<file path="config.mk">
export PLATFORM = sky130hd
export DESIGN_NAME = tsi_core
export DESIGN_NICKNAME = d
export VERILOG_FILES = /design/src/rtl/tsi_pkg.sv /design/src/rtl/tsi_move_calc.sv /design/src/rtl/tsi_core.sv
export SDC_FILE = /design/constraint.sdc
export NUM_CORES = 1
export LEC_CHECK = 0
export BUFFER_PORTS_ARGS = -buffer_cell sky130_fd_sc_hd__buf_4
export CAP_MARGIN = 20
export CORE_UTILIZATION = 45
export DETAILED_ROUTE_END_ITERATION = 10
export GPL_ROUTABILITY_DRIVEN = 0
export GPL_TIMING_DRIVEN = 0
export PLACE_DENSITY = 0.6
export SLEW_MARGIN = 0
export SYNTH_ARGS = -nofsm -noshare
export SYNTH_HDL_FRONTEND = slang
export SYNTH_SLANG_ARGS = --single-unit
</file>
<file path="constraint.sdc">
create_clock -name clk -period 18.3 [get_ports clk]
set_input_delay 3.66 -clock clk [delete_from_list [all_inputs] [get_ports clk]]
set_output_delay 3.66 -clock clk [all_outputs]
set_load 0.01 [all_outputs]
</file>
<file path="src/rtl/tsi_pkg.sv">
// tsi_pkg: shared types and constants of the two-axis step interpolator
// no dependencies

package tsi_pkg;

    localparam int POS_BITS_DEF = 13;
    localparam int CNT_W        = 14;
    localparam int TGT_W        = 14;
    localparam int DLY_W        = 16;
    localparam int LIM_W        = 12;
    localparam int OP_W         = 2;
    localparam int CFG_IDX_W    = 1;
    localparam int CFG_DATA_W   = LIM_W;

    localparam logic [LIM_W-1:0] LIMIT_X_RST = 12'd1500;
    localparam logic [LIM_W-1:0] LIMIT_Y_RST = 12'd4095;

    localparam logic [OP_W-1:0] OP_ADVANCE  = 2'd0;
    localparam logic [OP_W-1:0] OP_MOVE_REL = 2'd1;
    localparam logic [OP_W-1:0] OP_MOVE_ABS = 2'd2;

    localparam logic [CFG_IDX_W-1:0] REG_LIMIT_X = 1'd0;
    localparam logic [CFG_IDX_W-1:0] REG_LIMIT_Y = 1'd1;

    typedef struct packed {
        logic [CNT_W-1:0] count_x;
        logic [CNT_W-1:0] count_y;
        logic [CNT_W-1:0] major;
        logic             dir_x;
        logic             dir_y;
    } move_t;

    typedef struct packed {
        logic step_x;
        logic step_y;
        logic dir_x;
        logic dir_y;
        logic busy;
        logic last;
        logic rejected;
    } res_flags_t;

endpackage

</file>
<file path="src/rtl/tsi_move_calc.sv">
// tsi_move_calc: clamps the move target per axis and derives step counts
// depends on tsi_pkg

module tsi_move_calc import tsi_pkg::*; #(
    parameter int POS_BITS = POS_BITS_DEF
) (
    input  logic                       absolute,
    input  logic signed [TGT_W-1:0]    target_x,
    input  logic signed [TGT_W-1:0]    target_y,
    input  logic signed [POS_BITS-1:0] pos_x,
    input  logic signed [POS_BITS-1:0] pos_y,
    input  logic [LIM_W-1:0]           limit_x,
    input  logic [LIM_W-1:0]           limit_y,
    output move_t                      move
);

    localparam int SW = ((POS_BITS > TGT_W) ? POS_BITS : TGT_W) + 2;
    localparam logic signed [SW-1:0] CAP = SW'((64'd1 << (POS_BITS - 1)) - 64'd1);

    function automatic logic signed [SW-1:0] clamp_final(
        input logic signed [SW-1:0] f,
        input logic [LIM_W-1:0]     limit
    );
        logic signed [SW-1:0] lim;
        lim = signed'({{(SW-LIM_W){1'b0}}, limit});
        if (lim > CAP)
        begin
            lim = CAP;
        end
        if (f > lim)
        begin
            return lim;
        end
        if (f < -lim)
        begin
            return -lim;
        end
        return f;
    endfunction

    logic signed [SW-1:0] px;
    logic signed [SW-1:0] py;
    logic signed [SW-1:0] tx;
    logic signed [SW-1:0] ty;
    logic signed [SW-1:0] dx;
    logic signed [SW-1:0] dy;
    logic signed [SW-1:0] ax;
    logic signed [SW-1:0] ay;
    logic [CNT_W-1:0]     cx;
    logic [CNT_W-1:0]     cy;

    always_comb
    begin
        px = SW'(pos_x);
        py = SW'(pos_y);
        tx = SW'(target_x);
        ty = SW'(target_y);
        dx = clamp_final(absolute ? tx : px + tx, limit_x) - px;
        dy = clamp_final(absolute ? ty : py + ty, limit_y) - py;
        ax = dx[SW-1] ? -dx : dx;
        ay = dy[SW-1] ? -dy : dy;
        cx = ax[CNT_W-1:0];
        cy = ay[CNT_W-1:0];
        move.count_x = cx;
        move.count_y = cy;
        move.major   = (cx > cy) ? cx : cy;
        move.dir_x   = (dx <= 0);
        move.dir_y   = (dy <= 0);
    end

endmodule

</file>
<file path="src/rtl/tsi_core.sv">
// tsi_core: move state, one bresenham iteration per advance item
// depends on tsi_pkg and tsi_move_calc

module tsi_core import tsi_pkg::*; #(
    parameter int POS_BITS = POS_BITS_DEF
) (
    input  logic                       clk,
    input  logic                       rst_n,
    input  logic                       proc,
    input  logic [OP_W-1:0]            opcode,
    input  logic signed [TGT_W-1:0]    target_x,
    input  logic signed [TGT_W-1:0]    target_y,
    input  logic [DLY_W-1:0]           step_delay,
    input  logic [LIM_W-1:0]           limit_x,
    input  logic [LIM_W-1:0]           limit_y,
    output logic signed [POS_BITS-1:0] pos_x,
    output logic signed [POS_BITS-1:0] pos_y,
    output logic [DLY_W-1:0]           delay,
    output res_flags_t                 flags
);

    logic signed [POS_BITS-1:0] pos_x_reg, pos_x_next;
    logic signed [POS_BITS-1:0] pos_y_reg, pos_y_next;
    logic [CNT_W-1:0]           acc_x_reg, acc_x_next;
    logic [CNT_W-1:0]           acc_y_reg, acc_y_next;
    logic [CNT_W-1:0]           count_x_reg, count_x_next;
    logic [CNT_W-1:0]           count_y_reg, count_y_next;
    logic [CNT_W-1:0]           major_reg, major_next;
    logic [CNT_W-1:0]           iter_left_reg, iter_left_next;
    logic [1:0]                 dir_reg, dir_next;
    logic [DLY_W-1:0]           delay_reg, delay_next;
    logic [CNT_W-1:0]           sum_x;
    logic [CNT_W-1:0]           sum_y;
    logic                       busy;
    move_t                      move;

    tsi_move_calc #(
        .POS_BITS (POS_BITS)
    ) u_move_calc (
        .absolute (opcode == OP_MOVE_ABS),
        .target_x (target_x),
        .target_y (target_y),
        .pos_x    (pos_x_reg),
        .pos_y    (pos_y_reg),
        .limit_x  (limit_x),
        .limit_y  (limit_y),
        .move     (move)
    );

    assign busy  = (iter_left_reg != '0);
    assign sum_x = acc_x_reg + count_x_reg;
    assign sum_y = acc_y_reg + count_y_reg;

    always_comb
    begin
        pos_x_next     = pos_x_reg;
        pos_y_next     = pos_y_reg;
        acc_x_next     = acc_x_reg;
        acc_y_next     = acc_y_reg;
        count_x_next   = count_x_reg;
        count_y_next   = count_y_reg;
        major_next     = major_reg;
        iter_left_next = iter_left_reg;
        dir_next       = dir_reg;
        delay_next     = delay_reg;
        flags          = '0;
        case (opcode)
            OP_MOVE_REL, OP_MOVE_ABS:
            begin
                if (busy)
                begin
                    flags.rejected = 1'b1;
                end
                else
                begin
                    count_x_next   = move.count_x;
                    count_y_next   = move.count_y;
                    major_next     = move.major;
                    iter_left_next = move.major;
                    acc_x_next     = '0;
                    acc_y_next     = '0;
                    dir_next       = {move.dir_y, move.dir_x};
                    delay_next     = step_delay;
                    flags.last     = (move.major == '0);
                end
            end
            OP_ADVANCE:
            begin
                if (busy)
                begin
                    acc_x_next = sum_x;
                    acc_y_next = sum_y;
                    if (sum_x >= major_reg)
                    begin
                        acc_x_next   = sum_x - major_reg;
                        flags.step_x = 1'b1;
                        pos_x_next   = dir_reg[0] ? pos_x_reg - POS_BITS'(1)
                                                  : pos_x_reg + POS_BITS'(1);
                    end
                    if (sum_y >= major_reg)
                    begin
                        acc_y_next   = sum_y - major_reg;
                        flags.step_y = 1'b1;
                        pos_y_next   = dir_reg[1] ? pos_y_reg - POS_BITS'(1)
                                                  : pos_y_reg + POS_BITS'(1);
                    end
                    iter_left_next = iter_left_reg - CNT_W'(1);
                    flags.last     = (iter_left_next == '0);
                end
            end
            default:
            begin
            end
        endcase
        flags.dir_x = dir_next[0];
        flags.dir_y = dir_next[1];
        flags.busy  = (iter_left_next != '0);
        pos_x       = pos_x_next;
        pos_y       = pos_y_next;
        delay       = delay_next;
    end

    always_ff @(posedge clk or negedge rst_n)
    begin
        if (!rst_n)
        begin
            pos_x_reg     <= '0;
            pos_y_reg     <= '0;
            acc_x_reg     <= '0;
            acc_y_reg     <= '0;
            count_x_reg   <= '0;
            count_y_reg   <= '0;
            major_reg     <= '0;
            iter_left_reg <= '0;
            dir_reg       <= '0;
            delay_reg     <= '0;
        end
        else if (proc)
        begin
            pos_x_reg     <= pos_x_next;
            pos_y_reg     <= pos_y_next;
            acc_x_reg     <= acc_x_next;
            acc_y_reg     <= acc_y_next;
            count_x_reg   <= count_x_next;
            count_y_reg   <= count_y_next;
            major_reg     <= major_next;
            iter_left_reg <= iter_left_next;
            dir_reg       <= dir_next;
            delay_reg     <= delay_next;
        end
    end

    a_acc_x_below_major: assert property (@(posedge clk) disable iff (!rst_n)
        busy |-> (acc_x_reg < major_reg && acc_y_reg < major_reg))
        else $error("accumulator not below major count during a move");

    a_counts_within_major: assert property (@(posedge clk) disable iff (!rst_n)
        (count_x_reg <= major_reg && count_y_reg <= major_reg))
        else $error("axis count exceeds major count");

    a_step_needs_move: assert property (@(posedge clk) disable iff (!rst_n)
        (flags.step_x || flags.step_y || flags.rejected) |-> busy)
        else $error("step or reject without an active move");

    a_iter_counts_down: assert property (@(posedge clk) disable iff (!rst_n)
        (proc && opcode == OP_ADVANCE && busy)
        |=> iter_left_reg == $past(iter_left_reg) - CNT_W'(1))
        else $error("iteration count did not drop by one");

    a_reject_holds_move: assert property (@(posedge clk) disable iff (!rst_n)
        (proc && flags.rejected)
        |=> (major_reg == $past(major_reg) && iter_left_reg == $past(iter_left_reg)))
        else $error("rejected move changed the active move");

endmodule

</file>
==> metrics.txt, run 1 <==
Yosys Warn Count=0; Routed met2 length=23.21 mm; Setup Crit Path Kind=in -> out; Hold Crit Class=reg -> reg; synthesized area=16180 µm²; clock sinks=128; final setup fails=0; I/O Buffers=119; total track usage=0.2697; outcome=finished, final reports clean; initial drt markers=1051; average wire per standard cell=18.63 µm; htree depth=4; # hold bufs at CTS=0; antenna viol nets, final=0; CP max stage delay=0.60 ns; Clock Path Buffers=2; Buf/Inv on CP=10; total number of vias=15630; first-pass GRT wire length=77.87 mm; Initial Util=0.4560; post-synthesis net count=2328; final net count=2471; CP Max Fanout=10; Clock Skew=0.01237 ns; post-synthesis sequential area ratio=0.1980; post-DR vias/cell=5.893; I/O pins=122; top cell type's share of synthesized area=0.1980; Max Used Layer=met5; Clock Latency Late Sink=0.44 ns; Post-synth EDFFs=0; core area=35480 µm²; Slowest-stage cell, CP=or4_1; final WL=49.44 mm; Synth Flop Type=dfrtp_1; met3 wire len=2.217 mm; worst slew pin tran=0.9266 ns; clk root buf=clkbuf_16; setup TNS=0 ns; Slew Limit Fails=0; async set-reset flop share out of synthesis=1.000; relative slew slack=0.3822; Rows=69; wl on met1=22.40 mm; crit-path leading delay family=compound AO/OA/AOI/OAI gates; Max Cap Violations=0; hold_ws=0.4869 ns; detailed placement HPWL=39.77 mm; Required @ worst endpoint=14.64 ns; final hold viol count=0; First-pass DRT Iterations=5; initial antenna violation count=1; post-synth cell types=91; Final Critical Period=17.82 ns; post-synthesis instance total=2036; Setup crit end kind=primary output; grt total ovfl=0; flop and latch count out of synthesis=128; synth top area cells=dfrtp_1, ha_1, xnor2_1; layout cells sized above 1=0.1318; Die ar.=36720 µm²; Worst Path Arrival=14.16 ns; P&R area growth vs syn=14.58%; fmax=56.12 MHz; Final period util=0.9737; CP startpoint kind=input pin; number of flip-flops in the largest register=16; leading area contributor after synthesis=dfrtp_1; CTS tree=done; antenna diode count=0; Final Core Density=0.5224; die height=191.6 µm; largest net degree at the start of global routing=81; CTS clk-pin slew, worst paths=0.07 ns; Syn Area/Cell=7.947 µm²; Die X=191.6 µm; CTS Buf Count=17; vias in the first global route=14810; # DRC=0
==> metrics by stage <==
step	std cells	setup slack [ns]	cell area [µm²]
6_report	2653	0.4813	18540
5_1_grt	2653	-0.01768	18540
4_1_cts	2649	0.01733	18350
3_5_place_dp	2617	-1.861	17680
3_3_place_gp	2616	-1.780	17650
2_1_floorplan	2036	1.695	16180
==> placed cells by master (no fill, tap or decap), types with 63 or more instances in the layout <==
cell type / synthesis / final
xnor2_1: 105 / 103
nand2_1: 223 / 223
ha_1: 209 / 209
inv_1: 139 / 139
a21oi_1: 159 / 156
dfrtp_1: 128 / 128
nor2_1: 115 / 113
buf_4: 1 / 125
o21ai_0: 168 / 162
a21o_1: 63 / 63
==> tightest hold or removal path, cell delays in order, from the launching register on <==
cell and delay, ns:
dfrtp_1 0.35, nand2_1 0.05, o31ai_1 0.05
==> synth_stat cells, types with 9 or more instances <==
master	n
nand2_1	223
ha_1	209
o21ai_0	168
a21oi_1	159
inv_1	139
dfrtp_1	128
nor2_1	115
xnor2_1	105
a21o_1	63
clkbuf_1	56
mux2_2	54
nor3_1	51
xor2_1	51
mux2i_1	50
nand3_1	38
nand2b_1	28
nand4_1	27
nor2b_1	24
o21a_1	24
o21bai_1	23
o211ai_1	19
a31oi_1	18
o22ai_1	18
and3_1	17
nor4_1	15
or3_1	13
a211o_1	11
a211oi_1	11
and2_1	10
fa_1	10
nor3b_1	10
a21boi_0	9
or2_2	9
==> kinds of logic after synthesis <==
kind of cell             after synthesis  synth area share
adder cells (fa/ha/maj)              220            0.1746
XOR/XNOR                             157           0.08545
AND/OR/NAND/NOR                      605            0.1812
flip-flops                           128            0.1980
multiplexers                         104           0.06852
AO/OA/AOI/OAI                        615            0.2436
buffers and inverters                207           0.04864
==> repair_timing <==
item / 4_1_cts / 5_1_grt
pin swaps: 0 / 3
setup buffers: 0 / 5
resized for setup: 22 / 38
endpoints found under the setup margin: 2 / 2
cloned: 0 / 0
==> final timing paths <==
check                      slack [ns]  depth (start not counted)                end          start
setup / recovery                 0.48                         46           flags[2]      opcode[0]
min in group asynchronous        3.17                          1       acc_x_reg[9]          rst_n
hold / removal                   0.49                          2      major_reg[13]  major_reg[13]
hold reg to reg                  0.49                          2      major_reg[13]  major_reg[13]
setup reg to reg                 7.58                         40  iter_left_reg[12]   pos_x_reg[0]
max in group asynchronous       14.33                          2       acc_y_reg[3]          rst_n
==> area by class of cell <==
class                   count  area, µm²
fillers                  3371      16950
multi-input cells        1701      12410
flip-flops and latches    128       3203
repair buffers            125      962.2
well taps                 461      576.8
inverters                 139      521.8
clock buffers              17      425.4
plain buffers              67      282.8
clock inverters            15      152.6
==> metal layers <==
metal	global-route usage	up-vias
met2	0.4530	450
met1	0.3571	7402
met4	0.09860	2
li1	-	7699
met3	0.02704	80
met5	0	-
Power of run 1 is left out: the tool's default activity adds up to more than one toggle a clock period on the data nets, which glitch-free logic cannot reach.
==> inputs of run 2 (changes only) <==
clock period = 20.9 ns   (was 18.3 ns; I/O delays follow)
==> run 2 against run 1 <==
Core utilization fell by 0.74 points. Register-to-register slack improved by 1.6 ns. Highest routed layer unchanged. Die area unchanged. Setup slack better by 0.41 ns. Global-route usage shrank 0.052 points.
==> metrics.txt, run 2 (synthesis results as in run 1) <==
outcome=finished, final reports clean; initial antenna violation count=1 (unchanged); commonest non-fill, non-tap cells in the layout=nand2_1, ha_1, o21ai_0, a21oi_1, inv_1; Hold Crit Depth=2 (unchanged); dpl ws=-0.3013 ns (+1.560 ns); CP startpoint kind=input pin; RSZ-0062 raised after global routing=no; final worst slack=0.8874 ns (+0.4061 ns); commonest non-fill, non-tap cell in the layout=nand2_1; First-pass DRT Iterations=5 (unchanged); PostCTS Resize Cnt=1 (-95%); layout cells sized above 1=0.1165 (-0.01530); Post CTS Setup Buffer Count=0 (unchanged); clk root buf=clkbuf_16; final hold viol count=0 (unchanged); antenna viol nets, final=0 (unchanged); r2r setup slk=9.13 ns (+1.55 ns); Final Critical Period=20.01 ns; post-DR vias/cell=5.886 (-0.11%); final WL=49.11 mm (-0.66%); fin area=18280 µm² (-1.4%); detailed placement HPWL=39.77 mm (unchanged); R2R depth=45 (+13%); fmax=49.97 MHz; largest net degree at the start of global routing=81 (unchanged); grt total ovfl=0 (unchanged); vias in the first global route=14780 (-0.17%); CP max stage delay=0.48 ns (-0.12 ns); Required @ worst endpoint=16.72 ns (+2.08 ns); HP Start=major_reg[13]; setup TNS=0 ns (unchanged); initial drt markers=1035 (-1.5%); CP Max Fanout=10 (unchanged); Clock Latency Late Sink=0.44 ns (about the same); Worst Path Arrival=15.83 ns (+1.67 ns); post-route insts no fill=2649 (-0.15%); clock sinks=128 (unchanged); total track usage=0.2692 (-0.0005214); dpl cells=2617 (unchanged); P&R area growth vs syn=12.95%; worst slew pin tran=0.9044 ns (-0.02228 ns); relative slew slack=0.3952 (+0.01299); final net count=2467 (-0.16%); Hold Path End=major_reg[13]; antenna diode count=0 (unchanged); htree depth=4 (unchanged); final setup fails=0 (unchanged); # fillers=3390 (+0.56%); Rows=69 (unchanged); Clock Path Buffers=2 (unchanged); core area=35480 µm² (unchanged); Clock Skew=0.01140 ns (-0.0009674 ns); first-pass GRT wire length=77.74 mm (-0.18%); CTS tree=done; Die ar.=36720 µm² (unchanged); RR Startpoint=pos_y_reg[0]; die height=191.6 µm (unchanged); number of flip-flops in the largest register=16 (unchanged); CTS clk-pin slew, worst paths=0.07 ns (about the same); Slowest-stage cell, CP=a221oi_1; total number of vias=15590 (-0.26%); # hold bufs at CTS=0 (unchanged); r2r endpoint=iter_left_reg[9]; I/O Buffers=119 (unchanged); placed standard-cell area=17680 µm² (unchanged); Max Cap Violations=0 (unchanged); Slew Limit Fails=0 (unchanged); CTS Buf Count=17 (unchanged); Die X=191.6 µm (unchanged); Setup crit end kind=primary output; Setup Crit Path Kind=in -> out; Initial Util=0.4560 (unchanged); I/O pins=122 (unchanged); Final period util=0.9575; average wire per standard cell=18.54 µm (-0.51%); # DRC=0 (unchanged); Hold Crit Class=reg -> reg
-- run 2: cell count changes in the layout (fill, tap and decap cells not counted), moves of 3 or more --
cell	previous run	this run
o21ai_2	3	0
clkbuf_4	3	0
clkbuf_2	3	6
o21ai_1	5	2
buf_2	7	4
a21oi_2	5	2
clkbuf_1	50	55
buf_4	125	119
a21oi_1	156	159
o21ai_0	162	168
-- run 2: stage by stage --
stage	util	hold WS [ns]
after floorplan	-	0.4485
after global placement	0.4974	0.4657
after detailed placement	0.4983	0.4717
after CTS	0.5147	0.4864
after global routing	0.5150	0.5015
final	0.5150	0.4843
-- run 2: per-layer routing --
metal / share of wire / track usage / vias up
met1: 0.45 / 0.3564 / 7352
met4: 0.034 / 0.09860 / 2
li1: - / - / 7685
met2: 0.47 / 0.4521 / 469
met3: 0.045 / 0.02704 / 85
met5: 0.00018 / 0 / -
-- run 2: how the worst max path moves through the flow --
| stage | slack (ns) | from | end | cells after the start |
|---|---|---|---|---|
| 2_1_floorplan | 3.26 | target_x[0] | flags[1] | 43 |
| 3_3_place_gp | -0.22 | opcode[0] | flags[1] | 43 |
| 3_5_place_dp | -0.30 | opcode[0] | flags[1] | 43 |
| 4_1_cts | 0.09 | opcode[0] | flags[1] | 43 |
| 5_1_grt | 0.13 | target_y[0] | flags[1] | 47 |
| 6_report | 0.89 | target_y[0] | flags[2] | 48 |
-- run 2: area by class of cell --
type / instances / area (µm²) / area share
Multi-Input combinational cell: 1701 / 12200 / 0.6675
Sequential cell: 128 / 3203 / 0.1753
Timing Repair Buffer: 120 / 924.6 / 0.05060
Tap cell: 461 / 576.8 / 0.03156
Inverter: 139 / 521.8 / 0.02855
Clock buffer: 17 / 425.4 / 0.02328
Buffer: 68 / 271.5 / 0.01486
Clock inverter: 15 / 152.6 / 0.008353
-- run 2: worst max-delay path: cells and delay by family --
kind / cells / cell delay, ns
xor+xnor: 3 / 0.96
simple gates: 9 / 1.63
fa+ha+maj: 5 / 1.64
buf+inv: 5 / 1.15
compound gates: 25 / 6.07
mux: 1 / 0.18
Power of run 2 is left out for the same reason.
